<file path="config.mk">
export PLATFORM = sky130hd
export DESIGN_NAME = circular_deque_palindrome_unit_flat
export DESIGN_NICKNAME = d
export VERILOG_FILES = /design/src/sv/cdp_pkg.sv /design/src/sv/cdp_in_if.sv /design/src/sv/cdp_out_if.sv /design/src/sv/cdp_mem.sv /design/src/sv/circular_deque_palindrome_unit.sv /design/src/flat_wrapper.sv
export VERILOG_INCLUDE_DIRS = /design/src /design/src/sv
export SDC_FILE = /design/constraint.sdc
export NUM_CORES = 2
export LEC_CHECK = 0
export BUFFER_PORTS_ARGS = -buffer_cell sky130_fd_sc_hd__buf_2
export CAP_MARGIN = 20
export CORE_MARGIN = 4
export CORE_UTILIZATION = 40
export CTS_BUF_LIST = sky130_fd_sc_hd__clkbuf_4 sky130_fd_sc_hd__clkbuf_8
export CTS_CLUSTER_DIAMETER = 60
export DETAILED_ROUTE_END_ITERATION = 6
export PLACE_DENSITY = 0.52
export SYNTH_ARGS = -nofsm -noshare
export SYNTH_HDL_FRONTEND = slang
export SYNTH_SLANG_ARGS = --single-unit
</file>
<file path="constraint.sdc">
create_clock -name clk -period 4.8 [get_ports clk]
set_input_delay 0.48 -clock clk [delete_from_list [all_inputs] [get_ports clk]]
set_output_delay 0.48 -clock clk [all_outputs]
set_load 0.02 [all_outputs]
</file>
<file path="src/sv/circular_deque_palindrome_unit_defines.svh">
// Assertion macros for the circular deque palindrome unit.
// Used by the top level; depends on clk and rst_n in the including scope.
`ifndef CIRCULAR_DEQUE_PALINDROME_UNIT_DEFINES_SVH
`define CIRCULAR_DEQUE_PALINDROME_UNIT_DEFINES_SVH

`ifndef SYNTHESIS

// Check a property on every clock edge outside reset
`define CDP_ASSERT_CLK(lbl, prop, msg) \
  lbl: assert property (@(posedge clk) disable iff (!rst_n) prop) else $error(msg);

// Check that a condition never holds outside reset
`define CDP_ASSERT_NEVER(lbl, expr, msg) \
  lbl: assert property (@(posedge clk) disable iff (!rst_n) !(expr)) else $error(msg);

`else

`define CDP_ASSERT_CLK(lbl, prop, msg)
`define CDP_ASSERT_NEVER(lbl, expr, msg)

`endif

`endif

</file>
<file path="src/sv/cdp_pkg.sv">
// Shared constants, types and pointer helpers for the circular deque unit.
// No dependencies; used by the interfaces, the storage and the top level.
package cdp_pkg;

  localparam int DEPTH  = 128;
  localparam int ADDR_W = $clog2(DEPTH);

  typedef logic [ADDR_W-1:0] addr_t;
  typedef logic [7:0]        byte_t;

  localparam addr_t LAST_IDX = addr_t'(DEPTH - 1);

  // Operation codes
  localparam logic [2:0] OP_PUSH_FRONT = 3'd0;
  localparam logic [2:0] OP_PUSH_REAR  = 3'd1;
  localparam logic [2:0] OP_POP_FRONT  = 3'd2;
  localparam logic [2:0] OP_POP_REAR   = 3'd3;
  localparam logic [2:0] OP_CHECK      = 3'd4;

  // Status codes
  localparam logic [1:0] STAT_DONE  = 2'd0;
  localparam logic [1:0] STAT_FULL  = 2'd1;
  localparam logic [1:0] STAT_EMPTY = 2'd2;

  typedef enum logic [1:0] {
    ST_IDLE,
    ST_POP,
    ST_CHK
  } state_t;

  // Storage write and read request
  typedef struct packed {
    logic  we;
    addr_t waddr;
    byte_t wdata;
    addr_t raddr_a;
    addr_t raddr_b;
  } mem_req_t;

  function automatic addr_t wrap_next(addr_t i);
    return (i == LAST_IDX) ? '0 : addr_t'(i + 1'b1);
  endfunction

  function automatic addr_t wrap_prev(addr_t i);
    return (i == '0) ? LAST_IDX : addr_t'(i - 1'b1);
  endfunction

endpackage

</file>
<file path="src/sv/cdp_in_if.sv">
// Input channel of the deque unit: operation code and byte to push.
// Depends on cdp_pkg.
interface cdp_in_if import cdp_pkg::*; ();
  logic       valid;
  logic       ready;
  logic [2:0] operation;
  byte_t      item;

  modport source (output valid, output operation, output item, input ready);
  modport sink   (input valid, input operation, input item, output ready);
endinterface

</file>
<file path="src/sv/cdp_out_if.sv">
// Result channel of the deque unit: popped byte, status and deque flags.
// Depends on cdp_pkg.
interface cdp_out_if import cdp_pkg::*; ();
  logic       valid;
  logic       ready;
  byte_t      item_out;
  logic [1:0] status;
  logic       is_palindrome;
  logic       is_full;
  logic       is_empty;

  modport source (output valid, output item_out, output status, output is_palindrome,
                  output is_full, output is_empty, input ready);
  modport sink   (input valid, input item_out, input status, input is_palindrome,
                  input is_full, input is_empty, output ready);
endinterface

</file>
<file path="src/sv/cdp_mem.sv">
// Deque byte storage: one write port, two registered read ports.
// Depends on cdp_pkg.
module cdp_mem import cdp_pkg::*; (
  input  logic     clk,
  input  mem_req_t req,
  output byte_t    rd_a,
  output byte_t    rd_b
);

  byte_t mem [DEPTH];
  byte_t rd_a_r;
  byte_t rd_b_r;

  // Write and read, read data registered for the next cycle
  always_ff @(posedge clk) begin
    if (req.we) begin
      mem[req.waddr] <= req.wdata;
    end
    rd_a_r <= mem[req.raddr_a];
    rd_b_r <= mem[req.raddr_b];
  end

  assign rd_a = rd_a_r;
  assign rd_b = rd_b_r;

endmodule

</file>
<file path="src/sv/circular_deque_palindrome_unit.sv">
// Channel   Dir  Handshake      Payload
// in_ch     in   valid/ready    operation[2:0], item[7:0]
// out_ch    out  valid/ready    item_out[7:0], status[1:0], is_palindrome, is_full, is_empty
//
// Push and unused codes: result registered at the accept edge.
// Pop: the storage read is registered, then ST_POP loads the byte; when empty, at the accept edge.
// Check: ST_CHK pops one pair per storage read (up to DEPTH/2 pairs).
// Reset (rst_n low, synchronous) empties the deque; storage is not cleared.
// No new item is taken while a result waits unaccepted or a pop or check is in flight.
//
// Top level of the circular deque palindrome unit; uses cdp_pkg, cdp_in_if,
// cdp_out_if, cdp_mem and the assertion macros header.
`include "circular_deque_palindrome_unit_defines.svh"

module circular_deque_palindrome_unit import cdp_pkg::*; (
  input  logic      clk,
  input  logic      rst_n,
  cdp_in_if.sink    in_ch,
  cdp_out_if.source out_ch
);

  state_t     state_r, state_nxt;
  addr_t      head_r, head_nxt;
  addr_t      tail_r, tail_nxt;
  logic       empty_r, empty_nxt;
  logic       out_valid_r, out_valid_nxt;
  byte_t      out_item_r, out_item_nxt;
  logic [1:0] out_status_r, out_status_nxt;
  logic       out_pal_r, out_pal_nxt;
  logic       out_full_r, out_full_nxt;
  logic       out_empty_r, out_empty_nxt;

  mem_req_t   mem_req;
  byte_t      rd_a;
  byte_t      rd_b;

  logic       in_ready;
  logic       in_accept;
  logic       full_now;
  logic       multi_now;
  logic       pair_match;
  logic       pair_last;
  logic       chk_more;
  logic       load;
  byte_t      res_item;
  logic [1:0] res_status;
  logic       res_pal;

  cdp_mem u_mem (
    .clk  (clk),
    .req  (mem_req),
    .rd_a (rd_a),
    .rd_b (rd_b)
  );

  // Handshake and deque conditions
  assign in_ready   = (state_r == ST_IDLE) && (!out_valid_r || out_ch.ready);
  assign in_accept  = in_ch.valid && in_ready;
  assign full_now   = !empty_r && (wrap_next(tail_r) == head_r);
  assign multi_now  = !empty_r && (head_r != tail_r);
  assign pair_match = (rd_a == rd_b);
  assign pair_last  = (wrap_next(head_r) == tail_r);
  assign chk_more   = pair_match && !pair_last && (wrap_next(head_r) != wrap_prev(tail_r));

  // Next state
  always_comb begin
    state_nxt = state_r;
    case (state_r)
      ST_IDLE: begin
        if (in_accept) begin
          if ((in_ch.operation == OP_POP_FRONT || in_ch.operation == OP_POP_REAR) &&
              !empty_r) begin
            state_nxt = ST_POP;
          end else if (in_ch.operation == OP_CHECK && multi_now) begin
            state_nxt = ST_CHK;
          end
        end
      end
      ST_POP: begin
        state_nxt = ST_IDLE;
      end
      ST_CHK: begin
        if (!chk_more) begin
          state_nxt = ST_IDLE;
        end
      end
      default: begin
        state_nxt = ST_IDLE;
      end
    endcase
  end

  // Pointer updates, storage access and result
  always_comb begin
    head_nxt        = head_r;
    tail_nxt        = tail_r;
    empty_nxt       = empty_r;
    load            = 1'b0;
    res_item        = '0;
    res_status      = STAT_DONE;
    res_pal         = 1'b0;
    mem_req.we      = 1'b0;
    mem_req.waddr   = head_r;
    mem_req.wdata   = in_ch.item;
    mem_req.raddr_a = head_r;
    mem_req.raddr_b = tail_r;
    case (state_r)
      ST_IDLE: begin
        if (in_accept) begin
          case (in_ch.operation)
            OP_PUSH_FRONT, OP_PUSH_REAR: begin
              load = 1'b1;
              if (full_now) begin
                res_status = STAT_FULL;
              end else if (empty_r) begin
                head_nxt      = '0;
                tail_nxt      = '0;
                empty_nxt     = 1'b0;
                mem_req.we    = 1'b1;
                mem_req.waddr = '0;
              end else if (in_ch.operation == OP_PUSH_FRONT) begin
                head_nxt      = wrap_prev(head_r);
                mem_req.we    = 1'b1;
                mem_req.waddr = wrap_prev(head_r);
              end else begin
                tail_nxt      = wrap_next(tail_r);
                mem_req.we    = 1'b1;
                mem_req.waddr = wrap_next(tail_r);
              end
            end
            OP_POP_FRONT, OP_POP_REAR: begin
              if (empty_r) begin
                load       = 1'b1;
                res_status = STAT_EMPTY;
              end else begin
                // Read the leaving entry; ST_POP loads the byte into the output register
                mem_req.raddr_a = (in_ch.operation == OP_POP_FRONT) ? head_r : tail_r;
                if (head_r == tail_r) begin
                  head_nxt  = '0;
                  tail_nxt  = '0;
                  empty_nxt = 1'b1;
                end else if (in_ch.operation == OP_POP_FRONT) begin
                  head_nxt = wrap_next(head_r);
                end else begin
                  tail_nxt = wrap_prev(tail_r);
                end
              end
            end
            OP_CHECK: begin
              // Fewer than two entries: nothing to pop
              if (!multi_now) begin
                load    = 1'b1;
                res_pal = 1'b1;
              end
            end
            default: begin
              load = 1'b1;
            end
          endcase
        end
      end
      ST_POP: begin
        load     = 1'b1;
        res_item = rd_a;
      end
      ST_CHK: begin
        // Drop the pair at both ends, then fetch the next pair
        if (pair_last) begin
          head_nxt  = '0;
          tail_nxt  = '0;
          empty_nxt = 1'b1;
        end else begin
          head_nxt = wrap_next(head_r);
          tail_nxt = wrap_prev(tail_r);
        end
        mem_req.raddr_a = wrap_next(head_r);
        mem_req.raddr_b = wrap_prev(tail_r);
        if (!chk_more) begin
          load    = 1'b1;
          res_pal = pair_match;
        end
      end
      default: begin
        load = 1'b0;
      end
    endcase
  end

  // Output register: load a result or drain when taken
  always_comb begin
    out_valid_nxt  = out_valid_r && !out_ch.ready;
    out_item_nxt   = out_item_r;
    out_status_nxt = out_status_r;
    out_pal_nxt    = out_pal_r;
    out_full_nxt   = out_full_r;
    out_empty_nxt  = out_empty_r;
    if (load) begin
      out_valid_nxt  = 1'b1;
      out_item_nxt   = res_item;
      out_status_nxt = res_status;
      out_pal_nxt    = res_pal;
      out_full_nxt   = !empty_nxt && (wrap_next(tail_nxt) == head_nxt);
      out_empty_nxt  = empty_nxt;
    end
  end

  // Control registers
  always_ff @(posedge clk) begin
    if (!rst_n) begin
      state_r     <= ST_IDLE;
      head_r      <= '0;
      tail_r      <= '0;
      empty_r     <= 1'b1;
      out_valid_r <= 1'b0;
    end else begin
      state_r     <= state_nxt;
      head_r      <= head_nxt;
      tail_r      <= tail_nxt;
      empty_r     <= empty_nxt;
      out_valid_r <= out_valid_nxt;
    end
  end

  // Result payload
  always_ff @(posedge clk) begin
    out_item_r   <= out_item_nxt;
    out_status_r <= out_status_nxt;
    out_pal_r    <= out_pal_nxt;
    out_full_r   <= out_full_nxt;
    out_empty_r  <= out_empty_nxt;
  end

  assign in_ch.ready          = in_ready;
  assign out_ch.valid         = out_valid_r;
  assign out_ch.item_out      = out_item_r;
  assign out_ch.status        = out_status_r;
  assign out_ch.is_palindrome = out_pal_r;
  assign out_ch.is_full       = out_full_r;
  assign out_ch.is_empty      = out_empty_r;

  // Checks
  `CDP_ASSERT_CLK(a_empty_ptrs_zero, empty_r |-> (head_r == '0 && tail_r == '0), "empty deque with nonzero pointers")
  `CDP_ASSERT_NEVER(a_busy_no_result, state_r != ST_IDLE && out_valid_r, "result pending during pop or check")
  `CDP_ASSERT_CLK(a_chk_has_pair, state_r == ST_CHK |-> (!empty_r && head_r != tail_r), "check step without a pair")
  `CDP_ASSERT_CLK(a_pop_gives_result, state_r == ST_POP |=> out_valid_r, "pop result not loaded")

endmodule
</file>
<file path="src/flat_wrapper.sv">
// flat-port wrapper written by rule: the top's interface ports become plain ports
module circular_deque_palindrome_unit_flat import cdp_pkg::*;
  (clk, rst_n, in_ch_valid, in_ch_operation, in_ch_item, in_ch_ready, out_ch_valid, out_ch_item_out, out_ch_status, out_ch_is_palindrome, out_ch_is_full, out_ch_is_empty, out_ch_ready);
  cdp_in_if in_ch_i ();
  cdp_out_if out_ch_i ();
  input  logic clk;
  input  logic rst_n;
  input wire logic [$bits(in_ch_i.valid)-1:0] in_ch_valid;
  input wire logic [$bits(in_ch_i.operation)-1:0] in_ch_operation;
  input wire logic [$bits(in_ch_i.item)-1:0] in_ch_item;
  output wire logic [$bits(in_ch_i.ready)-1:0] in_ch_ready;
  output wire logic [$bits(out_ch_i.valid)-1:0] out_ch_valid;
  output wire logic [$bits(out_ch_i.item_out)-1:0] out_ch_item_out;
  output wire logic [$bits(out_ch_i.status)-1:0] out_ch_status;
  output wire logic [$bits(out_ch_i.is_palindrome)-1:0] out_ch_is_palindrome;
  output wire logic [$bits(out_ch_i.is_full)-1:0] out_ch_is_full;
  output wire logic [$bits(out_ch_i.is_empty)-1:0] out_ch_is_empty;
  input wire logic [$bits(out_ch_i.ready)-1:0] out_ch_ready;
  assign in_ch_i.valid = in_ch_valid;
  assign in_ch_i.operation = in_ch_operation;
  assign in_ch_i.item = in_ch_item;
  assign in_ch_ready = in_ch_i.ready;
  assign out_ch_valid = out_ch_i.valid;
  assign out_ch_item_out = out_ch_i.item_out;
  assign out_ch_status = out_ch_i.status;
  assign out_ch_is_palindrome = out_ch_i.is_palindrome;
  assign out_ch_is_full = out_ch_i.is_full;
  assign out_ch_is_empty = out_ch_i.is_empty;
  assign out_ch_i.ready = out_ch_ready;
  circular_deque_palindrome_unit u_core (.clk(clk), .rst_n(rst_n), .in_ch(in_ch_i), .out_ch(out_ch_i));
endmodule
</file>
* Word-level counts from Yosys, hierarchy flattened *
Memory sizes are Yosys's and may differ from the RTL's. A register that Yosys moved wholly into a read port is not among the register bits.
Cells that the tools add are included.

operators by class
  add/sub/neg operators = 5
  multipliers = 0
  div/mod/pow operators = 0
  $lt $le $gt $ge = 0
  equality and inequality tests = 19
  shifts and indexed selects = 0
  multiplexer cells = 65
  bitwise gates (word level) = 0
  reductions and logical operators = 25

operator list
  kind                 count
  $mux 7               27
  $pmux 7 s2           5
  $mux 8               5
  $eq 7x7->1           4
  $add 7x1->7 const B  3
  $eq 7x7->1 const B   3
  $mux 1               16
  $logic_not 7->1      2
  $ne 7x7->1           2
  $sub 7x1->7 const B  2
  $logic_and 1x1->1    10
  $mux 2               5
  $eq 8x8->1           1
  $pmux 1 s2           4
  $pmux 2 s2           2
  $eq 3x2->1 const B   2
  $logic_not 1->1      5
  $reduce_or 2->1      2
  $eq 3x1->1 const B   1
  $eq 3x3->1 const B   1
  $logic_not 3->1      1
  $ne 3x3->1 const B   1
  $pmux 1 s3           1
  $reduce_and 3->1     1
  other kinds (7)      8

word-level totals
  bits in registers = 31
  latch bits = 0
  bits in writable memories = 1024
  bits in read-only memories = 0
  input port bits = 15
  word-level logic and storage cells = 125
  memories = 1

memory list
  name              depth  bits a word  rd ports  clocked after memory_dff  wr ports  RTL line       text
  u_core.u_mem.mem  128    8            2         2                         1         cdp_mem.sv:10  byte_t mem [DEPTH];

* Depth between registers and ports, before layout *
  word-level depth = 12
  mapped depth = 20
  mapped depth without buffers = 16

* Hierarchy *
From an unflattened synthesis, not the netlist that was laid out.

unflattened totals
  cell total of the unflattened synthesis = 2663
  area total of the unflattened synthesis = 52125.0 µm²

by module, submodules not included
  module                          instances  cells each  area each (µm²)  sequential area each (µm²)
  cdp_mem                         1          2063        47848.4          31069.8
  circular_deque_palindrome_unit  1          600         4276.6           750.7

* Least setup slack after synthesis *
No wires, ideal clock.

  kind = reg2reg
  from = register u_core.tail_r[0]
  to = memory u_core.u_mem.mem[105][0] (netlist name), enable pin
  library setup time = 383 ps
  data arrival time = 3887 ps
  required time = 4417 ps
  slack = 530 ps
  stages on the path, launching flop included = 16
  buffers on the path = 3
  cell sequence = dfxtp_1 > buf_2 > clkbuf_1 > inv_1 > ha_1 > clkbuf_1 > xnor2_1 > o311ai_0 > a211oi_1 > o21ai_1 > o311ai_4 > nor3_1 > a21oi_2 > nand3_1 > or3_1 > nor3_1

on the way
  word-level cells in the longest chain between the ends = 10
  elaborated cells between the ends (all ways) = 13

ends and longest elaborated chain
  item                                       RTL line                               text
  start: declaration                         circular_deque_palindrome_unit.sv:24   addr_t tail_r, tail_nxt;
  start signal: assignment                   circular_deque_palindrome_unit.sv:218  tail_r <= tail_nxt;
  $add 7x1->7 or $eq 7x7->1 (tied branches)  cdp_pkg.sv:41                          return (i == LAST_IDX) ? '0 : addr_t'(i + 1'b1);
  $mux 7 (*)                                 cdp_pkg.sv:41
  $eq 7x7->1                                 circular_deque_palindrome_unit.sv:59   assign full_now = !empty_r && (wrap_next(tail_r) == head_r);
  $logic_and 1x1->1                          circular_deque_palindrome_unit.sv:59
  $mux 8 (*)                                 circular_deque_palindrome_unit.sv:113  if (full_now) begin
  $mux 8 (*)                                 circular_deque_palindrome_unit.sv:110  case (in_ch.operation)
  $mux 8 (*)                                 circular_deque_palindrome_unit.sv:109  if (in_accept) begin
  $mux 8 (*)                                 circular_deque_palindrome_unit.sv:107  case (state_r)
  $mux 1                                     cdp_mem.sv:16                          if (req.we) begin
  $mux 1 (implied by the code)               cdp_mem.sv:17                          mem[req.waddr] <= req.wdata;
  end: declaration                           cdp_mem.sv:10

Mark *: on every way between the ends. The rest lies on a longest branch, timed or not.

* Final worst setup path *
  from = register u_core.head_r[1]
  to = register u_core.u_mem.rd_a_r[1] (netlist: u_core.u_mem.rd_a[1]), read port of u_core.u_mem.mem

on the way
  word-level cells in the longest chain between the ends = 5
  elaborated cells between the ends (all ways) = 8

ends and longest elaborated chain
  item                                                 RTL line                               text
  start: declaration                                   circular_deque_palindrome_unit.sv:23   addr_t head_r, head_nxt;
  start signal: assignment                             circular_deque_palindrome_unit.sv:217  head_r <= head_nxt;
  branches (longest 4 deep; another with $add 7x1->7)  n/a
  $pmux 7 s2 (*)                                       circular_deque_palindrome_unit.sv:107
  end: declaration                                     cdp_mem.sv:11                          byte_t rd_a_r;

Every way passes the cells marked *.
A chain may end at the register's enable or synchronous reset.

==> results.rst <==
.. list-table::
   :header-rows: 1

   * - Metric
     - Value
   * - Detailed placement HPWL
     - ~130,000 um
   * - Area used by sequential logic in the layout
     - 31,800 um2
   * - Gate count of the mapped netlist
     - 4,285
   * - Beginning of the worst register-to-register path
     - u_core.head_r[1]
   * - Via count of the first global-routing pass
     - 37.7k
   * - Max stage delay on crit path
     - 670 ps
   * - Number of warnings issued by yosys
     - 0
   * - Synth Area in Compound Gates
     - about 7.1%
   * - Power Internal
     - 15.2 mW
   * - Adder and majority gate portion of the synthesized area
     - 0.117%
   * - Unrepaired setup endpoints after global routing
     - false
   * - Reg-to-reg critical path endpoint
     - u_core.u_mem.rd_a[1]
   * - TritonCTS sink count
     - around 1.1k
   * - End point of the most critical hold path
     - u_core.state_r[1]
   * - Peak Freq
     - 214 MHz
   * - CP arrival
     - 5480 ps
   * - Cell area after placement
     - just under 60,000 um2
   * - Biggest fanout along the worst timing path
     - 36
   * - Portion of synthesized cell area occupied by the leading cell type
     - 58.2%
   * - IO Count
     - 30
   * - Die area
     - 140,000 um2
   * - Congestion Overflow GR
     - 0
   * - Port Buf Inserts
     - 29
   * - Number of nets with antenna violations after routing
     - 0
   * - Antenna violations before repair
     - 5
   * - Cell seen most often among critical-path stages
     - a211oi_1
   * - Post-Synthesis Cell Area
     - between 50,000 and 60,000 um2
   * - Number of synthesized flops with an enable pin
     - 1,037
   * - Net count of the mapped netlist
     - 4,305
   * - Initial cell density of the core
     - 40.5%
   * - Layout Cell Area excl Fill
     - 61,400 um2
   * - Library cell occupying the most area in the post-synthesis netlist
     - edfxtp_1
   * - CTS HTree Levels
     - 4
   * - Switching power
     - 5.37 mW
   * - Dominant register cell in the synthesized netlist
     - edfxtp_1
   * - Kind of launch point of the worst setup path
     - register
   * - Worst Min Path Start
     - in_ch_operation[2]
   * - Overall global routing resource usage
     - 26.8%
   * - Number of filler cells placed in the layout
     - 11.9k
   * - Critical path required time
     - roughly 5600 ps
   * - Final hold violations
     - 0
   * - Mean Syn Cell Area
     - 12.5 um2
   * - Share of the clock period used by the worst path
     - 97.5%
   * - Violations in the final reports
     - DRC
   * - # DRC
     - 1
   * - Switching share of power
     - 26.0%
   * - Share of the core filled with cells
     - 46.4%
   * - Root cell of the clock tree
     - clkbuf_8
   * - Pin count of the biggest net entering global routing
     - a little over 80
   * - Post-synthesis share of cell area spent on xor and xnor gates
     - less than 1%
   * - Total number of vias
     - 39.5k
   * - Number of optimization iterations in the first detailed-route pass
     - 7
   * - First-pass GRT wire length
     - between 200,000 and 300,000 um
   * - Rows
     - 133
   * - FF-to-FF setup slack
     - about 120 ps
   * - Relative area change from synthesis to final layout
     - 14.6%
   * - Slowest-stage cell, CP
     - dfxtp_1
   * - Clock-pin slew on the worst setup and hold paths
     - 60 ps
   * - Status
     - complete, but fails checks
   * - Share of total power in combinational logic
     - 10.3%
   * - #FFs+latches synth
     - 1,071
   * - Largest clock skew in the final design
     - 41.7 ps
   * - Top cells by area, synth
     - edfxtp_1 (58%), mux4_2 (13%), nand2_1 (7.6%)
   * - Netlist cell types
     - 83
   * - Basic-gate share of the synthesized area counting and, or, nand and nor cells
     - 15.3%
   * - Power density normalized to cell area
     - 336 nW/um2
   * - Shortest period the worst path allows
     - 4680 ps
   * - Buffer and inverter count on the worst path
     - 2
   * - Worst hold stages
     - 4
   * - Maximum vdd ir drop
     - 0.263 mV
   * - Register area share after synthesis
     - 59.4%
   * - Reported leakage power
     - a little over 20 nW
   * - Setup slack after layout
     - 122 ps
   * - Post-Place Setup Slack
     - -211 ps
   * - Category of the most critical setup path
     - reg -> reg
   * - Fraction of final layout cells with drive strength greater than 1
     - 22.3%
   * - Transition at the pin with the smallest max-transition slack
     - roughly 1000 ps
   * - Maximum clock path buffer count
     - 3
   * - Via-to-Cell Ratio
     - 6.15
   * - Total length of routed wires
     - 191,000 um
   * - Worst rel slew slack
     - 30.6%
   * - Clock network power share
     - 39.5%
   * - Async set-or-reset flop fraction in the synthesized netlist
     - 0%
   * - Sum of negative setup slack
     - 0 ps
   * - Post-CTS Setup Inserts
     - 0
   * - Number of nets in the layout
     - 4,545
   * - Class of the tightest hold or removal check
     - in -> reg
   * - Die X-Extent
     - 374 um
   * - RePlAce Congestion
     - 0.969
   * - Average wire per cell in the routed design
     - 29.7 um
   * - Proportion of power drawn by flip-flops and latches
     - 50.3%
   * - Area of the core
     - around 130,000 um2
   * - Multiplexer share of the synthesized area
     - 14.3%
   * - TritonCTS Buffers
     - 181
   * - Clock tree from TritonCTS
     - built
   * - Cell Chain, Critical Path
     - ha_1 -> and3_1 -> a21oi_1 -> a22oi_1 -> nand3_4 -> buf_12 -> a211oi_1 -> a211oi_1 -> a311oi_1 -> a211oi_1 -> o21a_1 -> a221oi_1 -> buf_4 -> mux2i_1
   * - Total count of max-transition violations in the final report
     - 0
   * - Number of endpoints failing setup at the final stage
     - 0
   * - Top cell types by occurrence after synthesis
     - nand2_1 (1,081), edfxtp_1 (1,037), nand3_1 (494)
   * - Main combinational cell family by area after synthesis
     - simple AND/OR/NAND/NOR gates
   * - Crit-path leading delay family
     - compound AO/OA/AOI/OAI gates
   * - Total area of multi-input combinational cells
     - 20,300 um2
   * - Die outline height
     - 374 um
   * - Insertion delay to the later sink of the worst-skew pair
     - 920 ps
   * - FF-to-FF path depth
     - 14
   * - Max-cap check violation count
     - 0
   * - Critical Path Sink Type
     - register
   * - Drt first-iter violations
     - 5,123
   * - Most frequently used cell type in the post-synthesis netlist
     - nand2_1
   * - Final Hold Slack
     - ~110 ps
-- how the worst max path moves through the flow --
stage                             startpoint                        to  slack, ps  cells past startpoint
final                       u_core.head_r[1]      u_core.u_mem.rd_a[1]        120                     14
after floorplan             u_core.tail_r[0]  u_core.u_mem.mem[105][0]        530                     15
after CTS                  u_core.state_r[0]      u_core.u_mem.rd_a[6]         30                     15
after detailed placement  in_ch_operation[1]      u_core.u_mem.rd_a[3]       -210                     15
after global placement    in_ch_operation[1]      u_core.u_mem.rd_a[3]       -190                     15
after global routing       u_core.state_r[0]      u_core.u_mem.rd_a[3]         10                     15
-- flip-flops by register name, summed over array words and instances, names as in the netlist, 2 cells and up --
signal / count
u_core.tail_r: 7
u_core.u_mem.mem: 1024
u_core.out_ch.item_out: 8
u_core.u_mem.rd_a: 8
u_core.head_r: 7
u_core.state_r: 2
u_core.out_ch.status: 2
u_core.u_mem.rd_b: 8
-- kinds of logic after synthesis --
| family | after synthesis |
|---|---|
| AO/OA/AOI/OAI | 507 |
| flip-flops | 1071 |
| AND/OR/NAND/NOR | 1913 |
| multiplexers | 365 |
| adder cells (fa/ha/maj) | 5 |
| XOR/XNOR | 51 |
| buffers and inverters | 373 |
-- metrics by stage --
step / power (mW) / cells
after detailed placement: 12.6 / 6093
after floorplan: 11.7 / 4285
after global routing: 21.4 / 6425
after CTS: 20.8 / 6424
final: 20.6 / 6427
after global placement: 12.6 / 6091
-- cells in the final DEF (no fill, tap or decap), drive strengths merged, types with 22 or more instances in the layout --
master,netlist,routed
nor2,184,184
xnor2,29,29
inv,35,41
dfxtp,34,34
o21a,23,23
a31oi,76,76
mux4,320,320
a211oi,58,58
nand3,494,494
clkbuf,157,247
clkinv,1,63
a311oi,109,109
a21oi,51,51
o21ai,56,56
xor2,22,22
buf,180,390
a221oi,29,29
mux2i,44,44
and3,54,54
a32oi,28,28
nand2,1082,1082
edfxtp,1037,1037
nor3,31,31
-- cell type report --
type / instances / share of cell area, %
clock buffers: 247 / 4.91
repair buffers: 394 / 5.46
clock inverters: 80 / 0.844
flip-flops and latches: 1071 / 51.8
diodes: 3 / 0.0122
inverters: 36 / 0.220
multi-input cells: 2841 / 33.1
well taps: 1755 / 3.58
-- worst reg2reg max path: stages (launching register included) --
cell      delay [ps]
dfxtp_1          670
ha_1             450
and3_1           230
a21oi_1          150
a22oi_1          360
nand3_4          360
buf_12           320
a211oi_1         250
a211oi_1         120
a311oi_1         510
a211oi_1         180
o21a_1           230
a221oi_1         450
buf_4            240
mux2i_1           70
-- power groups by stage --
stage / Clock, mW / Sequential (mW) / Combinational (mW)
after floorplan: 0 / 10.5 / 1.15
after global placement: 0 / 10.5 / 2.07
after detailed placement: 0 / 10.5 / 2.08
after CTS: 8.32 / 10.4 / 2.09
after global routing: 8.76 / 10.4 / 2.24
final: 8.14 / 10.4 / 2.11
-- timing repair --
action,CTS,global route
gates resized for setup,1,5
endpoints found under the setup margin,1,3
cloned,0,0
endpoints found under the hold margin,36,0
hold buffers,4,0
-- routing by layer --
layer	GRT usage [%]	vias to the layer above	share of wire (%)
li1	-	16900	-
met1	38.0	20300	42
met2	41.6	2038	46
met3	5.60	309	9.1
met4	8.40	0	3.1
met5	0	-	0
(Power assumes the default switching activity.)
